<file path="src/rtl/qse_pkg.sv">
// qse_pkg: shared types and constants for the quicksort engine
// no dependencies; used by qse_range_stack and quicksort_engine
package qse_pkg;

  localparam int DATA_W = 32;

  // control from the sort sequencer to the range stack
  typedef struct packed {
    logic push;
    logic pop;
  } stk_ctl_t;

  // status returned by the range stack
  typedef struct packed {
    logic empty;
  } stk_stat_t;

endpackage

</file>
<file path="src/rtl/qse_range_stack.sv">
// qse_range_stack: memory-backed stack of pending (low, high) index ranges
// depends on qse_pkg for the control and status structs
module qse_range_stack #(
  parameter int DEPTH = 64,
  parameter int IW    = 6
) (
  input  logic                clk,
  input  logic                rst_n,
  input  qse_pkg::stk_ctl_t   ctl,
  input  logic [IW-1:0]       push_lo,
  input  logic [IW-1:0]       push_hi,
  output logic [IW-1:0]       pop_lo,
  output logic [IW-1:0]       pop_hi,
  output qse_pkg::stk_stat_t  stat
);
  import qse_pkg::*;

  localparam int AW  = (DEPTH > 1) ? $clog2(DEPTH) : 1;
  localparam int SPW = AW + 1;

  logic [2*IW-1:0] mem [DEPTH];
  logic [2*IW-1:0] rd_r;
  logic [SPW-1:0]  sp_r;
  logic [SPW-1:0]  sp_nxt;
  logic [SPW-1:0]  sp_dec;
  logic            do_push;
  logic            do_pop;

  assign sp_dec  = sp_r - SPW'(1);
  assign do_push = ctl.push && (sp_r < SPW'(DEPTH));
  assign do_pop  = ctl.pop && (sp_r != '0);

  always_comb begin
    sp_nxt = sp_r;
    if (do_push) begin
      sp_nxt = sp_r + SPW'(1);
    end else if (do_pop) begin
      sp_nxt = sp_dec;
    end
  end

  always_ff @(posedge clk) begin
    if (!rst_n) begin
      sp_r <= '0;
    end else begin
      sp_r <= sp_nxt;
    end
  end

  // entry memory, registered read
  always_ff @(posedge clk) begin
    if (do_push) begin
      mem[sp_r[AW-1:0]] <= {push_lo, push_hi};
    end
    if (do_pop) begin
      rd_r <= mem[sp_dec[AW-1:0]];
    end
  end

  assign pop_lo     = rd_r[2*IW-1:IW];
  assign pop_hi     = rd_r[IW-1:0];
  assign stat.empty = (sp_r == '0);

endmodule

</file>
<file path="src/rtl/quicksort_engine.sv">
// quicksort_engine: collects signed words, sorts them with a lomuto quicksort
// depends on qse_pkg and qse_range_stack
//
//  channel   | ports                         | content
//  ----------+-------------------------------+---------------------------------
//  input     | in_tvalid/in_tready/in_tdata  | value[31:0]; in_tlast ends a set
//  output    | out_tvalid/out_tready/out_tdata | sorted_value[31:0]; out_tlast
//
// loading takes one word per cycle; the MAX_ELEMENTS-th word closes the set
// sorting runs on the single read port of the element memory: a scan step
// fetches, compares and may swap; pop/range/pivot open a range, place/push end it
// output goes one word per cycle after a registered fetch; out_tready low holds it
// no word is accepted while sorting or emitting; rst_n (sync, low) empties it
module quicksort_engine #(
  parameter int MAX_ELEMENTS = 64
) (
  input  logic                       clk,
  input  logic                       rst_n,
  input  logic                       in_tvalid,
  output logic                       in_tready,
  input  logic [qse_pkg::DATA_W-1:0] in_tdata,   // [31:0] value
  input  logic                       in_tlast,
  output logic                       out_tvalid,
  input  logic                       out_tready,
  output logic [qse_pkg::DATA_W-1:0] out_tdata,  // [31:0] sorted_value
  output logic                       out_tlast
);
  import qse_pkg::*;

  localparam int IW = (MAX_ELEMENTS > 1) ? $clog2(MAX_ELEMENTS) : 1;
  localparam int CW = IW + 1;

  typedef enum logic [3:0] {
    ST_LOAD,     // accepting words
    ST_POP,      // take next pending range, or start output
    ST_RANGE,    // range arrives from the stack, fetch pivot
    ST_PIVOT,    // latch pivot
    ST_SCAN,     // fetch element j
    ST_CMP,      // compare element j against pivot
    ST_SWAP_A,   // write old element i to j
    ST_SWAP_B,   // write old element j to i
    ST_PLACE,    // fetch element i for the pivot swap
    ST_PLACE_A,  // element i goes to hi
    ST_PLACE_B,  // pivot goes to i
    ST_PUSH_R,   // push upper part
    ST_PUSH_L,   // push lower part
    ST_EMIT      // present sorted words
  } state_t;

  state_t                state_r, state_nxt;
  logic [CW-1:0]         cnt_r, cnt_nxt;      // words in the current set
  logic [IW-1:0]         lo_r, lo_nxt;
  logic [IW-1:0]         hi_r, hi_nxt;
  logic [IW-1:0]         i_r, i_nxt;
  logic [IW-1:0]         j_r, j_nxt;          // scan index, also output index
  logic signed [DATA_W-1:0] pivot_r, pivot_nxt;
  logic [DATA_W-1:0]     tmp_r, tmp_nxt;      // element j held across a swap

  // element memory port
  logic [DATA_W-1:0]     em [MAX_ELEMENTS];
  logic                  em_we, em_re;
  logic [IW-1:0]         em_wa, em_ra;
  logic [DATA_W-1:0]     em_wd;
  logic [DATA_W-1:0]     em_rd_r;

  // range stack
  stk_ctl_t              stk_ctl;
  stk_stat_t             stk_stat;
  logic [IW-1:0]         push_lo, push_hi, pop_lo, pop_hi;

  logic                  in_acc, out_acc, set_done, is_last;

  qse_range_stack #(
    .DEPTH (MAX_ELEMENTS),
    .IW    (IW)
  ) u_stack (
    .clk     (clk),
    .rst_n   (rst_n),
    .ctl     (stk_ctl),
    .push_lo (push_lo),
    .push_hi (push_hi),
    .pop_lo  (pop_lo),
    .pop_hi  (pop_hi),
    .stat    (stk_stat)
  );

  assign in_tready  = (state_r == ST_LOAD);
  assign out_tvalid = (state_r == ST_EMIT);
  assign out_tdata  = em_rd_r;
  assign is_last    = ({1'b0, j_r} == (cnt_r - CW'(1)));
  assign out_tlast  = is_last;
  assign in_acc     = in_tvalid && in_tready;
  assign out_acc    = out_tvalid && out_tready;
  // a full memory closes the set whatever tlast says
  assign set_done   = in_tlast || (cnt_r == CW'(MAX_ELEMENTS - 1));

  always_comb begin
    state_nxt = state_r;
    cnt_nxt   = cnt_r;
    lo_nxt    = lo_r;
    hi_nxt    = hi_r;
    i_nxt     = i_r;
    j_nxt     = j_r;
    pivot_nxt = pivot_r;
    tmp_nxt   = tmp_r;
    em_we     = 1'b0;
    em_wa     = i_r;
    em_wd     = tmp_r;
    em_re     = 1'b0;
    em_ra     = j_r;
    stk_ctl   = '0;
    push_lo   = lo_r;
    push_hi   = hi_r;

    case (state_r)
      ST_LOAD: begin
        if (in_acc) begin
          em_we   = 1'b1;
          em_wa   = cnt_r[IW-1:0];
          em_wd   = in_tdata;
          cnt_nxt = cnt_r + CW'(1);
          if (set_done) begin
            // whole set as first range when it holds two or more words
            if (cnt_r != '0) begin
              stk_ctl.push = 1'b1;
              push_lo      = '0;
              push_hi      = cnt_r[IW-1:0];
            end
            state_nxt = ST_POP;
          end
        end
      end
      ST_POP: begin
        if (stk_stat.empty) begin
          em_re     = 1'b1;
          em_ra     = '0;
          j_nxt     = '0;
          state_nxt = ST_EMIT;
        end else begin
          stk_ctl.pop = 1'b1;
          state_nxt   = ST_RANGE;
        end
      end
      ST_RANGE: begin
        if (pop_lo >= pop_hi) begin
          state_nxt = ST_POP;
        end else begin
          lo_nxt    = pop_lo;
          hi_nxt    = pop_hi;
          i_nxt     = pop_lo;
          j_nxt     = pop_lo;
          em_re     = 1'b1;
          em_ra     = pop_hi;
          state_nxt = ST_PIVOT;
        end
      end
      ST_PIVOT: begin
        pivot_nxt = $signed(em_rd_r);
        state_nxt = ST_SCAN;
      end
      ST_SCAN: begin
        if (j_r == hi_r) begin
          state_nxt = ST_PLACE;
        end else begin
          em_re     = 1'b1;
          em_ra     = j_r;
          state_nxt = ST_CMP;
        end
      end
      ST_CMP: begin
        if ($signed(em_rd_r) <= pivot_r) begin
          if (i_r == j_r) begin
            i_nxt     = i_r + IW'(1);
            j_nxt     = j_r + IW'(1);
            state_nxt = ST_SCAN;
          end else begin
            tmp_nxt   = em_rd_r;
            em_re     = 1'b1;
            em_ra     = i_r;
            state_nxt = ST_SWAP_A;
          end
        end else begin
          j_nxt     = j_r + IW'(1);
          state_nxt = ST_SCAN;
        end
      end
      ST_SWAP_A: begin
        em_we     = 1'b1;
        em_wa     = j_r;
        em_wd     = em_rd_r;
        state_nxt = ST_SWAP_B;
      end
      ST_SWAP_B: begin
        em_we     = 1'b1;
        em_wa     = i_r;
        em_wd     = tmp_r;
        i_nxt     = i_r + IW'(1);
        j_nxt     = j_r + IW'(1);
        state_nxt = ST_SCAN;
      end
      ST_PLACE: begin
        if (i_r == hi_r) begin
          state_nxt = ST_PUSH_R;
        end else begin
          em_re     = 1'b1;
          em_ra     = i_r;
          state_nxt = ST_PLACE_A;
        end
      end
      ST_PLACE_A: begin
        em_we     = 1'b1;
        em_wa     = hi_r;
        em_wd     = em_rd_r;
        state_nxt = ST_PLACE_B;
      end
      ST_PLACE_B: begin
        em_we     = 1'b1;
        em_wa     = i_r;
        em_wd     = pivot_r;
        state_nxt = ST_PUSH_R;
      end
      ST_PUSH_R: begin
        if ({1'b0, hi_r} > ({1'b0, i_r} + CW'(1))) begin
          stk_ctl.push = 1'b1;
          push_lo      = i_r + IW'(1);
          push_hi      = hi_r;
        end
        state_nxt = ST_PUSH_L;
      end
      ST_PUSH_L: begin
        if ({1'b0, i_r} > ({1'b0, lo_r} + CW'(1))) begin
          stk_ctl.push = 1'b1;
          push_lo      = lo_r;
          push_hi      = i_r - IW'(1);
        end
        state_nxt = ST_POP;
      end
      ST_EMIT: begin
        if (out_acc) begin
          if (is_last) begin
            cnt_nxt   = '0;
            state_nxt = ST_LOAD;
          end else begin
            // fetch the next word so it shows the following cycle
            j_nxt = j_r + IW'(1);
            em_re = 1'b1;
            em_ra = j_r + IW'(1);
          end
        end
      end
      default: begin
        state_nxt = ST_LOAD;
        cnt_nxt   = '0;
      end
    endcase
  end

  always_ff @(posedge clk) begin
    if (!rst_n) begin
      state_r <= ST_LOAD;
      cnt_r   <= '0;
    end else begin
      state_r <= state_nxt;
      cnt_r   <= cnt_nxt;
    end
    lo_r    <= lo_nxt;
    hi_r    <= hi_nxt;
    i_r     <= i_nxt;
    j_r     <= j_nxt;
    pivot_r <= pivot_nxt;
    tmp_r   <= tmp_nxt;
  end

  // element memory; reads and writes to one entry never share a cycle
  always_ff @(posedge clk) begin
    if (em_we) begin
      em[em_wa] <= em_wd;
    end
    if (em_re) begin
      em_rd_r <= em[em_ra];
    end
  end

  // the two channels never run at once
  a_no_overlap: assert property (@(posedge clk) disable iff (!rst_n)
    !(in_tready && out_tvalid))
    else $error("input and output active together");

  // the last sorted word reopens the input
  a_reopen: assert property (@(posedge clk) disable iff (!rst_n)
    (out_tvalid && out_tready && out_tlast) |=> (in_tready && cnt_r == '0))
    else $error("input not reopened after last word");

  // lomuto invariant: i never passes j while a range is scanned
  a_scan_order: assert property (@(posedge clk) disable iff (!rst_n)
    (state_r == ST_SCAN || state_r == ST_CMP) |-> (i_r <= j_r && j_r <= hi_r))
    else $error("scan indices out of order");

  // a set never overfills the element memory
  a_count: assert property (@(posedge clk) disable iff (!rst_n)
    cnt_r <= CW'(MAX_ELEMENTS))
    else $error("element count overflow");

endmodule
</file>
<file path="config.mk">
export PLATFORM = sky130hd
export DESIGN_NAME = quicksort_engine
export DESIGN_NICKNAME = d
export VERILOG_FILES = /design/src/rtl/qse_pkg.sv /design/src/rtl/qse_range_stack.sv /design/src/rtl/quicksort_engine.sv
export SDC_FILE = /design/constraint.sdc
export NUM_CORES = 2
export LEC_CHECK = 0
export BUFFER_PORTS_ARGS = -buffer_cell sky130_fd_sc_hd__buf_2
export CORE_ASPECT_RATIO = 1.1
export CORE_MARGIN = 2
export CORE_UTILIZATION = 44
export DETAILED_ROUTE_END_ITERATION = 12
export PLACE_DENSITY = 0.59
export SYNTH_ARGS = -nofsm -noshare
export SYNTH_HDL_FRONTEND = slang
export SYNTH_SLANG_ARGS = --single-unit
</file>
<file path="constraint.sdc">
create_clock -name clk -period 7.3 [get_ports clk]
set_input_delay 1.095 -clock clk [delete_from_list [all_inputs] [get_ports clk]]
set_output_delay 1.095 -clock clk [all_outputs]
set_load 0.1 [all_outputs]
</file>
Word level (Yosys, flattened, before mapping):

Memory sizes are Yosys's and may differ from the RTL's. A register that Yosys moved wholly into a read port is not among the register bits.
Index checks and enable logic that the tools add are counted.

* $add $sub $neg: 9
* magnitude comparators: 5
* equal/unequal tests: 26
* mux-type cells: 69
* bitwise logic cells: 3
* reduce and logical (&&, ||, !) cells: 22

Operator list (count)
* $mux 6: 21
* $pmux 32 s3: 1
* $pmux 6 s5: 2
* $pmux 4 s13: 1
* $pmux 6 s3: 2
* $mux 7: 5
* $le 32x32->1: 1
* $mux 32: 1
* $mux 4: 7
* $eq 4x4->1 const B: 6
* $pmux 6 s2: 2
* $pmux 7 s3: 1
* $mux 1: 20
* $eq 6x6->1: 3
* $eq 4x3->1 const B: 4
* $add 6x1->7 const B: 2
* $add 7x1->7 const B: 2
* $gt 6x7->1: 2
* $reduce_bool 7->1: 2
* $sub 7x1->7 const B: 2
* $add 6x1->6 const B: 2
* $reduce_and 4->1: 3
* $reduce_or 12->1: 1
* $eq 4x2->1 const B: 2
* other kinds (25): 39

* flip-flop bits (word level): 106
* memory bits (writable): 2816
* output and inout port bits: 35
* memories: 2

Memory list
* em: words 64, bits a word 32, rd ports 1, clocked after memory_dff 1, write ports 1, line quicksort_engine.sv:60 `logic [DATA_W-1:0] em [MAX_ELEMENTS];`
* u_stack.mem: words 64, bits a word 12, rd ports 1, clocked after memory_dff 1, write ports 1, line qse_range_stack.sv:21 `logic [2*IW-1:0] mem [DEPTH];`

Logic depth before layout (Yosys ltp):

* depth after elaboration: 8
* depth in mapped cells: 22
* depth with buffers taken out: 16

Cells and area by module:

From an unflattened synthesis, not the netlist that was laid out.

* cells, all modules: 6429
* area, all modules: 117361.3 µm²

Modules (own cells, without submodules)
* quicksort_engine: instances 1, cells each 4919, area each 86451.7 µm², seq. area each 65322.6 µm²
* qse_range_stack: instances 1, cells each 1510, area each 30909.6 µm², seq. area each 23562.6 µm²

Least setup slack after synthesis:

OpenSTA, ideal clock, no wires.

* kind: reg2reg
* start point: register state_r[0]
* end point: memory em[0][0], enable pin
* arrival: 7038 ps
* required time: 6879 ps
* path slack: -159 ps
* cell stages (with the launch flop): 10
* buffers on the path: 3
* clock period less this slack: 7459 ps
* cell sequence: dfxtp_1 -> buf_6 -> clkbuf_1 -> nor4_1 -> o21ai_0 -> nand2_1 -> nand3_1 -> or3_1 -> clkbuf_1 -> nor2_1

* word-level cells in the longest chain between the ends: 6
* elaborated cells between the ends (all ways): 13
* classes of those cells: 4 x eq/ne; 6 x mux; 3 x reduce/logical

RTL lines
* start, declared: line quicksort_engine.sv:50 `state_t state_r, state_nxt;`
* start signal, assigned: line quicksort_engine.sv:263 `state_r <= state_nxt;`
* $logic_not 4->1 (*): line quicksort_engine.sv:87 `assign in_tready = (state_r == ST_LOAD);`
* net in_tready: line quicksort_engine.sv:20 `output logic in_tready,`
* $logic_and 1x1->1: line quicksort_engine.sv:92 `assign in_acc = in_tvalid && in_tready;`
* $mux 1: line quicksort_engine.sv:117 `if (in_acc) begin`
* $pmux 1 s2: line quicksort_engine.sv:115 `case (state_r)`
* $mux 1: line quicksort_engine.sv:276 `if (em_we) begin`
* $mux 1 (implied by the code): line quicksort_engine.sv:277 `em[em_wa] <= em_wd;`
* end, declared: line quicksort_engine.sv:60

The timed path passes the listed nets; every way through them passes the cells marked *.

Final worst setup path:

* start point: register em_rd_r[12] (netlist: out_tdata[12]) (read register of em)
* end point: register em_rd_r[6] (netlist: out_tdata[6]) (read register of em), data pin

* word-level cells in the longest chain between the ends: 3
* elaborated cells between the ends (all ways): 5
* classes of those cells: 1 x order compare; 4 x mux

RTL lines
* start, declared: line quicksort_engine.sv:64 `logic [DATA_W-1:0] em_rd_r;`
* $le 32x32->1 (*): line quicksort_engine.sv:171 `if ($signed(em_rd_r) <= pivot_r) begin`
* $mux 1 / $mux 6 (equally long branches): line quicksort_engine.sv:171
* $pmux 1 s6 / $pmux 6 s5 (equally long branches): line quicksort_engine.sv:115

Every way passes the cells marked *; elsewhere a longest branch is shown, timed or not.
A chain may end at the register's enable or synchronous reset.

==> flow_summary.toml <==
[min_path]
min_path_type = "flop to flop"
holdCritStartpoint = "u_stack.sp_r[6]"

[clocking]
cts_root_buffer = "clkbuf_16"
cts.clk_slew.worst_paths_ps = 60
cts_max_level = 5
max-clock-path-buffers = 4
cts_made_buffers = 311
cts_resized = 0
cts_hold_buf = 0
clkSinkCount = 2966
cts_tree = "yes"
post_cts_buffers = 0
clk_latency_ps = 880

[timing]
fmax_mhz = 146.9
final.setup.tns_ps = 0
finalMaxSlewViolations = 0
setup_viol = 0
fin_skew_ps = 80.17
hold_viol_final = 0
min_period_ps = 6808
slew_headroom = 0.1051
tightest_slew_ps = 1325
period_share = 0.9327
rsz0062_at_grt = "false"

[critical_path]
startpoint_type = "flop"
r2r-start = "out_tdata[12]"
critical_path_peak_fanout = 19
end_kind = "flop"
cp_data_arrival_time_ps = 7400
crit_type = "flop to flop"
crit_path_start = "out_tdata[12]"
worstPathRequired_ps = 7890

[routing]
drtPass1Iterations = 7
wl_per_cell_um = 30.69
detailroute.via_count = 71160
post_drt_via_cell_ratio = 6.191
drtIter0Drc = 9730
final_antenna_net_count = 0
drc = 0
drt_wl_total_mm = 352.8

[placed_design]
dp_cells = 10950
port_buffers = 71
hpwl_mm = 208.3
gp_congestion = 0.9050
placed_area_sq_um = 125100

[yosys]
synth_top_cell_by_area = "edfxtp_1"
synth.yosys.seq_area_share = 0.7504
synthFlopType = "edfxtp_1"
synthArstFlopShare = 0
ys_seq_elements = 2966
yosys.area.top_type_share = 0.7474
synth.most_common_cell = "edfxtp_1"
syn-cell-area_sq_um = 118500
synth_cell_type_count = 81
yosys-top-cells-count = "edfxtp_1, nand2_1, nand3_1"
synth_cells = 7508
ys_top_cells_by_area = "edfxtp_1, mux4_2, nand2_1"
mappedNetlistNets = 7604
yosysWarnings = 0
synth-edff-count = 2948
syn_area_per_cell_sq_um = 15.78

[final_layout]
multi_input_area_sq_um = 28160
nets = 7840
syn_to_final_growth_pct = 13.69
regArea_sq_um = 88890
final_cells = 11490
fill_cells = 22010
postLayoutCoreUtil = 0.5036
fin_area_sq_um = 134700
drive_gt1_frac = 0.1650

[global_route]
grt_max_degree = 135
grt_pass1_wl_mm = 504.8
overflow = 0
grt_use_total = 0.2529
antenna_found_initial = 20
grt_pass1_vias = 70400

[die]
core_sq_um = 267400
die_area_sq_um = 273400
dieWidth_um = 498.7
num_rows = 199
ios = 72
start_util = 0.4430
die_h_um = 548.2

[pwr]
finalPower_uw = 66670
power_per_cell_area_nw_per_um2 = 495.1
cellLeakagePower_uw = 0.04345
ir_drop_uv = 584.2

[outcome]
status = "complete, no violations"

[run]
drv_cap = 0
==> state kept, by name, summed over array words and instances, names as in the netlist <==
signal and cells:
out_tdata 32, em 2048, u_stack.sp_r 7, state_r 4, lo_r 6, u_stack.rd_r 12
tmp_r 32, u_stack.mem 768, cnt_r 7, hi_r 6, i_r 6, pivot_r 32
j_r 6
==> power by group <==
part / internal, uW / leakage (uW) / switching (uW)
clock network: 8600 / 0.00464 / 6510
logic: 8210 / 0.0121 / 21600
registers: 21100 / 0.0267 / 618
==> path summary, 6_finish.rpt <==
check / to / slack, ps / cells after the start
worst max-delay path: out_tdata[6] / 490 / 15
worst min-delay path: u_stack.sp_r[6] / 510 / 2
worst max register to register: out_tdata[6] / 490 / 15
worst min register to register: u_stack.sp_r[6] / 510 / 2
==> per-stage QoR <==
stage	worst slack, ps	hold slack (ps)
global placement	406.9	503.4
CTS	719.7	515.4
global route	243.6	529.1
finish	491.5	511.9
detailed placement	671.3	508.1
floorplan	1455	448.8
==> layout make-up <==
type                            instances  area share
Sequential cell                      2966      0.6601
Multi-Input combinational cell       3968      0.2091
Clock buffer                          396     0.06094
Tap cell                             3517     0.03268
Timing Repair Buffer                  428     0.02551
Clock inverter                        145    0.009746
Inverter                               69    0.001923
Antenna cell                            4  0.00007433
==> logic make-up after synthesis <==
group / synth area share
mux: 0.06349
xor+xnor: 0.003697
buf+inv: 0.01963
simple gates: 0.07967
flops: 0.7504
fa+ha+maj: 0.006232
compound gates: 0.07689
==> metal layers <==
metal  global-route usage  share of wire
met5                    0        0.00033
met4               0.1111          0.047
met3              0.04802          0.091
met2               0.4086           0.48
met1               0.3351           0.38
==> cell usage in the layout, fill, tap and decap left out, types with 31 or more instances in the layout <==
cell type / n
o211ai_1: 36
nor2_1: 128
clkinv_1: 54
a32oi_1: 155
inv_1: 67
and3_1: 39
nor2_4: 71
clkbuf_1: 79
a31oi_1: 159
a21oi_1: 291
a222oi_1: 35
o22ai_1: 66
o2111ai_1: 31
a211o_1: 33
buf_4: 325
a22oi_1: 36
edfxtp_1: 2948
clkinv_2: 48
o211a_1: 33
nand2_1: 1304
nand3_1: 424
mux4_2: 287
buf_2: 71
o221ai_1: 31
nand4_1: 75
a221oi_1: 41
ha_1: 58
nand2_2: 36
o22a_1: 92
o21ai_0: 68
or3_1: 37
clkbuf_16: 315
mux2i_1: 103
buf_12: 32
==> critical path, cell delays in order, from the launching register on <==
cell and delay [ps]:
edfxtp_1 660, ha_1 400, nand4_1 170, nor4_1 340
buf_4 210, a2111o_1 280, o21a_1 550, o31ai_1 240
a211oi_4 840, buf_4 400, buf_4 360, mux2i_1 250
o22ai_1 130, o41ai_1 1190, buf_4 320, o2111ai_1 120
No activity file was read; power rests on OpenSTA's default activity.
